**src/design/signed_radix_ascii_convert_core_defines.svh**
```systemverilog
// Assertion macros used by the core's datapath.
`ifndef SIGNED_RADIX_ASCII_CONVERT_CORE_DEFINES_SVH
`define SIGNED_RADIX_ASCII_CONVERT_CORE_DEFINES_SVH

`ifndef SYNTHESIS
// same-cycle implication
`define SRAC_ASSERT(lbl, clk, rst_n, ante, cons) \
    lbl: assert property (@(posedge clk) disable iff (!rst_n) (ante) |-> (cons)) \
        else $error("srac assertion failed");
// next-cycle implication
`define SRAC_ASSERT_NEXT(lbl, clk, rst_n, ante, cons) \
    lbl: assert property (@(posedge clk) disable iff (!rst_n) (ante) |=> (cons)) \
        else $error("srac assertion failed");
`else
`define SRAC_ASSERT(lbl, clk, rst_n, ante, cons)
`define SRAC_ASSERT_NEXT(lbl, clk, rst_n, ante, cons)
`endif

`endif

```
**src/design/srac_pkg.sv**
```systemverilog
package srac_pkg;

    localparam int VALUE_WIDTH_DEF = 32;
    localparam int RADIX_W         = 5;

    localparam logic [RADIX_W-1:0] RADIX_RESET = 5'd10;
    localparam logic [RADIX_W-1:0] RADIX_MIN   = 5'd2;
    localparam logic [RADIX_W-1:0] RADIX_MAX   = 5'd16;

    localparam logic [7:0] CHAR_MINUS = 8'h2D;
    localparam logic [7:0] CHAR_ZERO  = 8'h30;
    localparam logic [7:0] CHAR_A     = 8'h41;
    localparam logic [3:0] DIGIT_TEN  = 4'd10;

    typedef struct packed {
        logic load;
        logic step;
        logic emit_sign;
        logic emit_digit;
    } t_ctl_cmd;

    typedef struct packed {
        logic div_done;   // quotient of this division step ends at zero
        logic negative;
        logic one_left;   // one digit left in the stack
        logic out_free;   // output register can take a beat
    } t_dp_sts;

    function automatic logic [7:0] digit_char(input logic [3:0] d);
        logic [7:0] c;
        if (d >= DIGIT_TEN) begin
            c = CHAR_A + {4'd0, d - DIGIT_TEN};
        end else begin
            c = CHAR_ZERO + {4'd0, d};
        end
        return c;
    endfunction

endpackage

```
**src/design/srac_if.sv**
```systemverilog
interface srac_in_if #(parameter int VALUE_WIDTH = srac_pkg::VALUE_WIDTH_DEF);
    logic                          valid;
    logic                          ready;
    logic signed [VALUE_WIDTH-1:0] value;

    modport source (output valid, output value, input ready);
    modport sink   (input valid, input value, output ready);
endinterface

interface srac_out_if;
    logic       valid;
    logic       ready;
    logic [7:0] character;
    logic       last;

    modport source (output valid, output character, output last, input ready);
    modport sink   (input valid, input character, input last, output ready);
endinterface

interface srac_cfg_if;
    logic                           valid;
    logic                           ready;
    logic [srac_pkg::RADIX_W-1:0]   radix;

    modport source (output valid, output radix, input ready);
    modport sink   (input valid, input radix, output ready);
endinterface

```
**src/design/srac_ctrl.sv**
```systemverilog
module srac_ctrl (
    input  logic               i_clk,
    input  logic               i_rst_n,
    input  logic               i_in_valid,
    output logic               o_in_ready,
    output srac_pkg::t_ctl_cmd o_cmd,
    input  srac_pkg::t_dp_sts  i_sts
);
    import srac_pkg::*;

    typedef enum logic [1:0] {
        S_IDLE,
        S_DIV,
        S_SIGN,
        S_DIGIT
    } t_state;

    t_state r_state;
    t_state n_state;

    always_comb begin
        n_state = r_state;
        o_cmd   = '0;
        unique case (r_state)
            S_IDLE: begin
                if (i_in_valid) begin
                    o_cmd.load = 1'b1;
                    n_state    = S_DIV;
                end
            end
            S_DIV: begin
                o_cmd.step = 1'b1;
                if (i_sts.div_done) begin
                    n_state = i_sts.negative ? S_SIGN : S_DIGIT;
                end
            end
            S_SIGN: begin
                if (i_sts.out_free) begin
                    o_cmd.emit_sign = 1'b1;
                    n_state         = S_DIGIT;
                end
            end
            S_DIGIT: begin
                if (i_sts.out_free) begin
                    o_cmd.emit_digit = 1'b1;
                    if (i_sts.one_left) begin
                        n_state = S_IDLE;
                    end
                end
            end
            default: n_state = S_IDLE;
        endcase
    end

    always_ff @(posedge i_clk) begin
        if (!i_rst_n) begin
            r_state <= S_IDLE;
        end else begin
            r_state <= n_state;
        end
    end

    assign o_in_ready = (r_state == S_IDLE);

endmodule

```
**src/design/srac_datapath.sv**
```systemverilog
`include "signed_radix_ascii_convert_core_defines.svh"

module srac_datapath #(
    parameter int VALUE_WIDTH = srac_pkg::VALUE_WIDTH_DEF
) (
    input  logic                          i_clk,
    input  logic                          i_rst_n,
    input  logic signed [VALUE_WIDTH-1:0] i_value,
    input  logic                          i_cfg_valid,
    input  logic [srac_pkg::RADIX_W-1:0]  i_cfg_radix,
    input  srac_pkg::t_ctl_cmd            i_cmd,
    output srac_pkg::t_dp_sts             o_sts,
    input  logic                          i_out_ready,
    output logic                          o_out_valid,
    output logic [7:0]                    o_out_char,
    output logic                          o_out_last
);
    import srac_pkg::*;

    localparam int NBYTES = (VALUE_WIDTH + 7) / 8;
    localparam int MAG_W  = NBYTES * 8;
    localparam int BIW    = (NBYTES > 1) ? $clog2(NBYTES) : 1;
    localparam int CNT_W  = $clog2(VALUE_WIDTH + 1);

    logic [RADIX_W-1:0]          r_radix;
    logic [RADIX_W-1:0]          n_radix;
    logic                        r_neg;
    logic [NBYTES-1:0][7:0]      r_mag;
    logic [BIW-1:0]              r_idx;
    logic [BIW-1:0]              r_top;
    logic [3:0]                  r_rem;
    logic [3:0]                  r_stack [VALUE_WIDTH];
    logic [CNT_W-1:0]            r_count;
    logic                        r_out_valid;
    logic [7:0]                  r_out_char;
    logic                        r_out_last;

    logic [VALUE_WIDTH-1:0]      w_raw;
    logic                        w_neg;
    logic [VALUE_WIDTH-1:0]      w_mag;
    logic [NBYTES-1:0][7:0]      w_mag_bytes;
    logic [BIW-1:0]              w_load_top;
    logic [7:0]                  w_q;
    logic [3:0]                  w_rem;
    logic                        w_last_byte;
    logic [BIW-1:0]              w_next_top;
    logic                        w_out_free;

    // clamp radix writes into 2..16
    always_comb begin
        if (i_cfg_radix < RADIX_MIN) begin
            n_radix = RADIX_MIN;
        end else if (i_cfg_radix > RADIX_MAX) begin
            n_radix = RADIX_MAX;
        end else begin
            n_radix = i_cfg_radix;
        end
    end

    // magnitude and its highest nonzero byte
    always_comb begin
        w_raw       = i_value;
        w_neg       = w_raw[VALUE_WIDTH-1];
        w_mag       = w_neg ? VALUE_WIDTH'(~w_raw + 1'b1) : w_raw;
        w_mag_bytes = MAG_W'(w_mag);
        w_load_top  = '0;
        for (int i = 0; i < NBYTES; i++) begin
            if (w_mag_bytes[i] != 8'd0) begin
                w_load_top = BIW'(i);
            end
        end
    end

    // long division of one byte by the radix, one bit per sub-step
    always_comb begin
        logic [7:0] byte_in;
        logic [4:0] t;
        logic [3:0] rem;
        byte_in = r_mag[r_idx];
        rem     = r_rem;
        w_q     = '0;
        for (int b = 7; b >= 0; b--) begin
            t = {rem, byte_in[b]};
            if (t >= r_radix) begin
                w_q[b] = 1'b1;
                rem    = 4'(t - r_radix);
            end else begin
                rem    = t[3:0];
            end
        end
        w_rem = rem;
    end

    // quotient loses at most four bits, so the top byte drops by one at most
    always_comb begin
        w_last_byte = (r_idx == '0);
        if ((r_idx == r_top) && (w_q == 8'd0) && (r_top != '0)) begin
            w_next_top = r_top - 1'b1;
        end else begin
            w_next_top = r_top;
        end
    end

    assign w_out_free = !r_out_valid || i_out_ready;

    always_comb begin
        o_sts.div_done = w_last_byte && (r_top == '0) && (w_q == 8'd0);
        o_sts.negative = r_neg;
        o_sts.one_left = (r_count == CNT_W'(1));
        o_sts.out_free = w_out_free;
    end

    always_ff @(posedge i_clk) begin
        if (!i_rst_n) begin
            r_radix     <= RADIX_RESET;
            r_count     <= '0;
            r_out_valid <= 1'b0;
        end else begin
            if (i_cfg_valid) begin
                r_radix <= n_radix;
            end
            if (i_cmd.load) begin
                r_count <= '0;
            end else if (i_cmd.step && w_last_byte) begin
                r_count <= r_count + 1'b1;
            end else if (i_cmd.emit_digit) begin
                r_count <= r_count - 1'b1;
            end
            if (i_cmd.emit_sign || i_cmd.emit_digit) begin
                r_out_valid <= 1'b1;
            end else if (i_out_ready) begin
                r_out_valid <= 1'b0;
            end
        end
    end

    always_ff @(posedge i_clk) begin
        if (i_cmd.load) begin
            r_neg <= w_neg;
            r_mag <= w_mag_bytes;
            r_top <= w_load_top;
            r_idx <= w_load_top;
            r_rem <= 4'd0;
        end else if (i_cmd.step) begin
            r_mag[r_idx] <= w_q;
            r_top        <= w_next_top;
            if (w_last_byte) begin
                // digit complete: push remainder, restart on the quotient
                r_idx      <= w_next_top;
                r_rem      <= 4'd0;
                r_stack[0] <= w_rem;
                for (int i = 1; i < VALUE_WIDTH; i++) begin
                    r_stack[i] <= r_stack[i-1];
                end
            end else begin
                r_idx <= r_idx - 1'b1;
                r_rem <= w_rem;
            end
        end else if (i_cmd.emit_digit) begin
            for (int i = 0; i < VALUE_WIDTH - 1; i++) begin
                r_stack[i] <= r_stack[i+1];
            end
            r_stack[VALUE_WIDTH-1] <= 4'd0;
        end

        if (i_cmd.emit_sign) begin
            r_out_char <= CHAR_MINUS;
            r_out_last <= 1'b0;
        end else if (i_cmd.emit_digit) begin
            r_out_char <= digit_char(r_stack[0]);
            r_out_last <= (r_count == CNT_W'(1));
        end
    end

    assign o_out_valid = r_out_valid;
    assign o_out_char  = r_out_char;
    assign o_out_last  = r_out_last;

    `SRAC_ASSERT(a_radix_range, i_clk, i_rst_n, 1'b1, (r_radix >= RADIX_MIN) && (r_radix <= RADIX_MAX))
    `SRAC_ASSERT(a_pop_nonempty, i_clk, i_rst_n, i_cmd.emit_digit, r_count != '0)
    `SRAC_ASSERT_NEXT(a_load_clears, i_clk, i_rst_n, i_cmd.load, (r_count == '0) && (r_rem == 4'd0))
    `SRAC_ASSERT(a_emit_free, i_clk, i_rst_n, i_cmd.emit_sign || i_cmd.emit_digit, w_out_free)
    `SRAC_ASSERT(a_count_bound, i_clk, i_rst_n, 1'b1, r_count <= CNT_W'(VALUE_WIDTH))

endmodule

```
**src/design/signed_radix_ascii_convert_core.sv**
```systemverilog
// Flow: load in IDLE, D division steps, optional sign, then the digits; D = division steps.
// D = sum over digits of the magnitude's significant byte count (one byte of
// long division per cycle, ceil(VALUE_WIDTH/8) at most per digit).
// A new value is accepted only after the last digit of the previous one is emitted.
// Reset: synchronous active low; radix returns to 10, channels empty, ready for input.
module signed_radix_ascii_convert_core #(
    parameter int VALUE_WIDTH = srac_pkg::VALUE_WIDTH_DEF
) (
    input  logic          i_clk,
    input  logic          i_rst_n,
    srac_in_if.sink       i_in_if,
    srac_out_if.source    o_out_if,
    srac_cfg_if.sink      i_cfg_if
);
    import srac_pkg::*;

    t_ctl_cmd w_cmd;
    t_dp_sts  w_sts;
    logic     w_in_ready;

    srac_ctrl u_ctrl (
        .i_clk      (i_clk),
        .i_rst_n    (i_rst_n),
        .i_in_valid (i_in_if.valid),
        .o_in_ready (w_in_ready),
        .o_cmd      (w_cmd),
        .i_sts      (w_sts)
    );

    srac_datapath #(
        .VALUE_WIDTH (VALUE_WIDTH)
    ) u_datapath (
        .i_clk       (i_clk),
        .i_rst_n     (i_rst_n),
        .i_value     (i_in_if.value),
        .i_cfg_valid (i_cfg_if.valid),
        .i_cfg_radix (i_cfg_if.radix),
        .i_cmd       (w_cmd),
        .o_sts       (w_sts),
        .i_out_ready (o_out_if.ready),
        .o_out_valid (o_out_if.valid),
        .o_out_char  (o_out_if.character),
        .o_out_last  (o_out_if.last)
    );

    assign i_in_if.ready  = w_in_ready;
    assign i_cfg_if.ready = 1'b1;

endmodule

```
**src/flat_wrapper.sv**
```systemverilog
// flat-port wrapper written by rule: the top's interface ports become plain ports
module signed_radix_ascii_convert_core_flat import srac_pkg::*;
#(
    parameter int VALUE_WIDTH = srac_pkg::VALUE_WIDTH_DEF
)
  (i_clk, i_rst_n, i_in_if_valid, i_in_if_value, i_in_if_ready, o_out_if_valid, o_out_if_character, o_out_if_last, o_out_if_ready, i_cfg_if_valid, i_cfg_if_radix, i_cfg_if_ready);
  srac_in_if #(.VALUE_WIDTH(VALUE_WIDTH)) i_in_if_i ();
  srac_out_if o_out_if_i ();
  srac_cfg_if i_cfg_if_i ();
  input  logic i_clk;
  input  logic i_rst_n;
  input wire logic [$bits(i_in_if_i.valid)-1:0] i_in_if_valid;
  input wire logic [$bits(i_in_if_i.value)-1:0] i_in_if_value;
  output wire logic [$bits(i_in_if_i.ready)-1:0] i_in_if_ready;
  output wire logic [$bits(o_out_if_i.valid)-1:0] o_out_if_valid;
  output wire logic [$bits(o_out_if_i.character)-1:0] o_out_if_character;
  output wire logic [$bits(o_out_if_i.last)-1:0] o_out_if_last;
  input wire logic [$bits(o_out_if_i.ready)-1:0] o_out_if_ready;
  input wire logic [$bits(i_cfg_if_i.valid)-1:0] i_cfg_if_valid;
  input wire logic [$bits(i_cfg_if_i.radix)-1:0] i_cfg_if_radix;
  output wire logic [$bits(i_cfg_if_i.ready)-1:0] i_cfg_if_ready;
  assign i_in_if_i.valid = i_in_if_valid;
  assign i_in_if_i.value = i_in_if_value;
  assign i_in_if_ready = i_in_if_i.ready;
  assign o_out_if_valid = o_out_if_i.valid;
  assign o_out_if_character = o_out_if_i.character;
  assign o_out_if_last = o_out_if_i.last;
  assign o_out_if_i.ready = o_out_if_ready;
  assign i_cfg_if_i.valid = i_cfg_if_valid;
  assign i_cfg_if_i.radix = i_cfg_if_radix;
  assign i_cfg_if_ready = i_cfg_if_i.ready;
  signed_radix_ascii_convert_core #(.VALUE_WIDTH(VALUE_WIDTH)) u_core (.i_clk(i_clk), .i_rst_n(i_rst_n), .i_in_if(i_in_if_i), .o_out_if(o_out_if_i), .i_cfg_if(i_cfg_if_i));
endmodule
```
**config.mk**
```make
export PLATFORM = sky130hd
export DESIGN_NAME = signed_radix_ascii_convert_core_flat
export DESIGN_NICKNAME = d
export VERILOG_FILES = /design/src/design/srac_pkg.sv /design/src/design/srac_if.sv /design/src/design/srac_ctrl.sv /design/src/design/srac_datapath.sv /design/src/design/signed_radix_ascii_convert_core.sv /design/src/flat_wrapper.sv
export VERILOG_INCLUDE_DIRS = /design/src /design/src/design
export SDC_FILE = /design/constraint.sdc
export NUM_CORES = 1
export LEC_CHECK = 0
export BUFFER_PORTS_ARGS = -buffer_cell sky130_fd_sc_hd__buf_2
export CAP_MARGIN = 20
export CORE_ASPECT_RATIO = 2
export CORE_MARGIN = 5
export CORE_UTILIZATION = 31
export DETAILED_ROUTE_END_ITERATION = 10
export GPL_ROUTABILITY_DRIVEN = 0
export HOLD_SLACK_MARGIN = 0.15
export SLEW_MARGIN = 30
export SYNTH_ARGS = -nofsm -noshare
export SYNTH_HDL_FRONTEND = slang
export SYNTH_SLANG_ARGS = --single-unit
```
**constraint.sdc**
```tcl
create_clock -name i_clk -period 33.3 [get_ports i_clk]
set_input_delay 0 -clock i_clk [delete_from_list [all_inputs] [get_ports i_clk]]
set_output_delay 0 -clock i_clk [all_outputs]
set_load 0.02 [all_outputs]
```
==> metrics.txt <==
Core ar. 35800 um2; post-synthesis sequential area ratio 48.7%; wirelength, routed 26.6 mm; via count 7691; Sink Count 191; H-tree levels 4; CTS Buf Count 17; commonest non-fill, non-tap cell in the layout edfxtp_1; Boundary Pins 54; Max Fclk 72.9 MHz; worst path arrival time 14040 ps; dpl cells 1406; non-filler instance count after layout 1477; hold slack 212 ps; slew margin rel. 41.3%; grt ovf 0; Tightest Hold Check Type in -> reg; Setup TNS 0 ps; Tmin final 13720 ps; Rows 98; outcome finished, final reports clean; Synth Flop Type edfxtp_1; Setup CP Type reg -> reg; CP startpoint kind register; share of layout cells above drive strength 1 25.3%; critical path fanouts, max 15; initial antenna violation count 3; Port Buffers 51; setup repair bufs after CTS 0; Hold Vio Cnt, Final 0; fin crit share 41.2%; first-pass detailed-route iteration total 5; 1st-iter DRT viols 517; unique cell type count in the Yosys netlist 72; Wirelength per Cell 18.0 um; Syn Area/Cell 12.0 um2; number of global-route vias before repair 8164; Mapped Cells 938; first-pass GRT wire length 43.3 mm; Max-Cap Viols 0; WL met3 768 um; Slew @ Worst Pin 881 ps; die area 40400 um2; initial core utilization 31.4%; ANT nets after route 0; Post-synth EDFFs 165; final setup skew 14.4 ps; deepest clock path buffer count 2; most used cell along the critical path ha_1; YS warnings 0; Mapped Area 11200 um2; RSZ-0062 raised after global routing no; Worst Setup End Kind register; WL met2 15.4 mm; All-Layer GR Usage 13.7%; delay of the slowest critical-path stage 600 ps; DRC viols 0; Hold Buf Count CTS 37; clk root buf clkbuf_16; critical path's slowest cell a31oi_2; top sig layer met5; Critical Path RT 33620 ps; Resized Gates After CTS 0; setup violators final 0; largest net degree at the start of global routing 94; synthesized net count 1041; wl on met1 9.09 mm; Die H 279 um; Via density 5.21; ys async rst share 0%; Clk pin slew, worst setup/hold paths 60 ps; Clk Latency, worst-skew pair 440 ps; fin. max-slew vios 0; Area Growth Syn to Fin 15.2%; CTS tree done; Die X 145 um; placed cell areas 12000 um2; most frequent cells in the layout edfxtp_1 (165), mux2_2 (139), nand2_1 (62); final instance area 12900 um2; DP HPWL 20.0 mm; flops & latches, synth 191; final net count 1115
[synthesized netlist by cell type, types with 4 or more instances]
library cell  count  share of area (%)
a21boi_0          4               0.27
a21o_1           14               0.94
a21oi_1          32                1.4
a31oi_1          10               0.56
a41oi_1           5               0.39
and2_1            7               0.39
and3_1            5               0.28
buf_1             4               0.13
clkbuf_1         37                1.2
dfxtp_1          26                4.6
edfxtp_1        165                 44
fa_1              8                1.4
ha_1             53                5.9
inv_1            43                1.4
mux2_2          139                 14
mux2i_1          14                1.2
mux4_2            5                1.0
nand2_1          65                2.2
nand2b_1          5               0.28
nand3_1          16               0.71
nand4_1           4               0.22
nand4b_1          5               0.39
nor2_1           40                1.3
nor2b_1           6               0.33
nor3_1           16               0.71
o21a_1            5               0.33
o21ai_0          26                1.2
o22ai_1          32                1.8
o31ai_1           7               0.47
o41ai_1           8               0.62
or3_1             9               0.50
or4_1             4               0.27
xnor2_1          20                1.6
xor2_1           37                2.9
[kinds of logic (layout without fill, tap and decap cells)]
family | count (synthesis) | in the layout | share of synthesized area, %
compound gates | 174 | 174 | 10.5
xor+xnor | 57 | 57 | 4.44
fa+ha+maj | 61 | 61 | 7.33
buf+inv | 92 | 179 | 3.35
flops | 191 | 191 | 48.7
mux | 158 | 158 | 16.2
other cells | 2 | 4 | 0.0668
simple gates | 203 | 203 | 9.42
[metal layers]
layer,global-route usage (%),vias up
met5,0,-
met1,13.3,3761
li1,-,3703
met3,2.33,70
met4,6.99,2
met2,26.5,155
[sequential cells by signal, summed over array words and instances, names as in the netlist]
name / cells
u_core.u_datapath.r_radix: 5
u_core.u_datapath.r_count: 6
u_core.u_datapath.r_rem: 4
u_core.u_datapath.o_out_valid: 1
u_core.u_datapath.r_top: 2
u_core.u_datapath.r_mag: 32
u_core.u_datapath.r_idx: 2
u_core.u_datapath.r_neg: 1
u_core.u_ctrl.r_state: 2
u_core.u_datapath.o_out_last: 1
u_core.u_datapath.o_out_char: 7
u_core.u_datapath.r_stack: 128
[worst paths after layout]
kind | slack (ps) | cells past startpoint | end | start
worst max-delay path | 19580 | 50 | u_core.u_ctrl.r_state[0] | u_core.u_datapath.r_idx[1]
worst min-delay path | 210 | 1 | u_core.u_datapath.r_neg | i_in_if_value[31]
worst max register to register | 19580 | 50 | u_core.u_ctrl.r_state[0] | u_core.u_datapath.r_idx[1]
worst min register to register | 470 | 2 | u_core.u_datapath.o_out_char[2] | u_core.u_datapath.o_out_char[2]
[critical path, delay by kind of cell, from the launching register on]
family | cells | cell delay [ps]
buffers and inverters | 5 | 730
adders and majority gates | 8 | 2250
muxes | 7 | 2580
DFF | 1 | 450
and+or+nand+nor | 7 | 1490
AOI/OAI and AO/OA | 23 | 6080
[stage by stage]
stage / worst slack, ps / util [%]
after CTS: 18970 / 36.1
after detailed placement: 19040 / 33.5
final: 19580 / 36.2
after global routing: 18570 / 36.1
after floorplan: 21690 / -
after global placement: 19200 / 33.4
[cell type report]
| cell class | count | area (um2) |
|---|---|---|
| fillers | 3489 | 22900 |
| flip-flops and latches | 191 | 5480 |
| multi-input cells | 655 | 5430 |
| repair buffers | 102 | 734 |
| well taps | 450 | 563 |
| clock buffers | 21 | 482 |
| inverters | 45 | 169 |
| clock inverters | 11 | 91.3 |
| diodes | 2 | 5.00 |
Power is left out: the tool's default activity adds up to more than one toggle a clock period on the data nets, which glitch-free logic cannot reach.
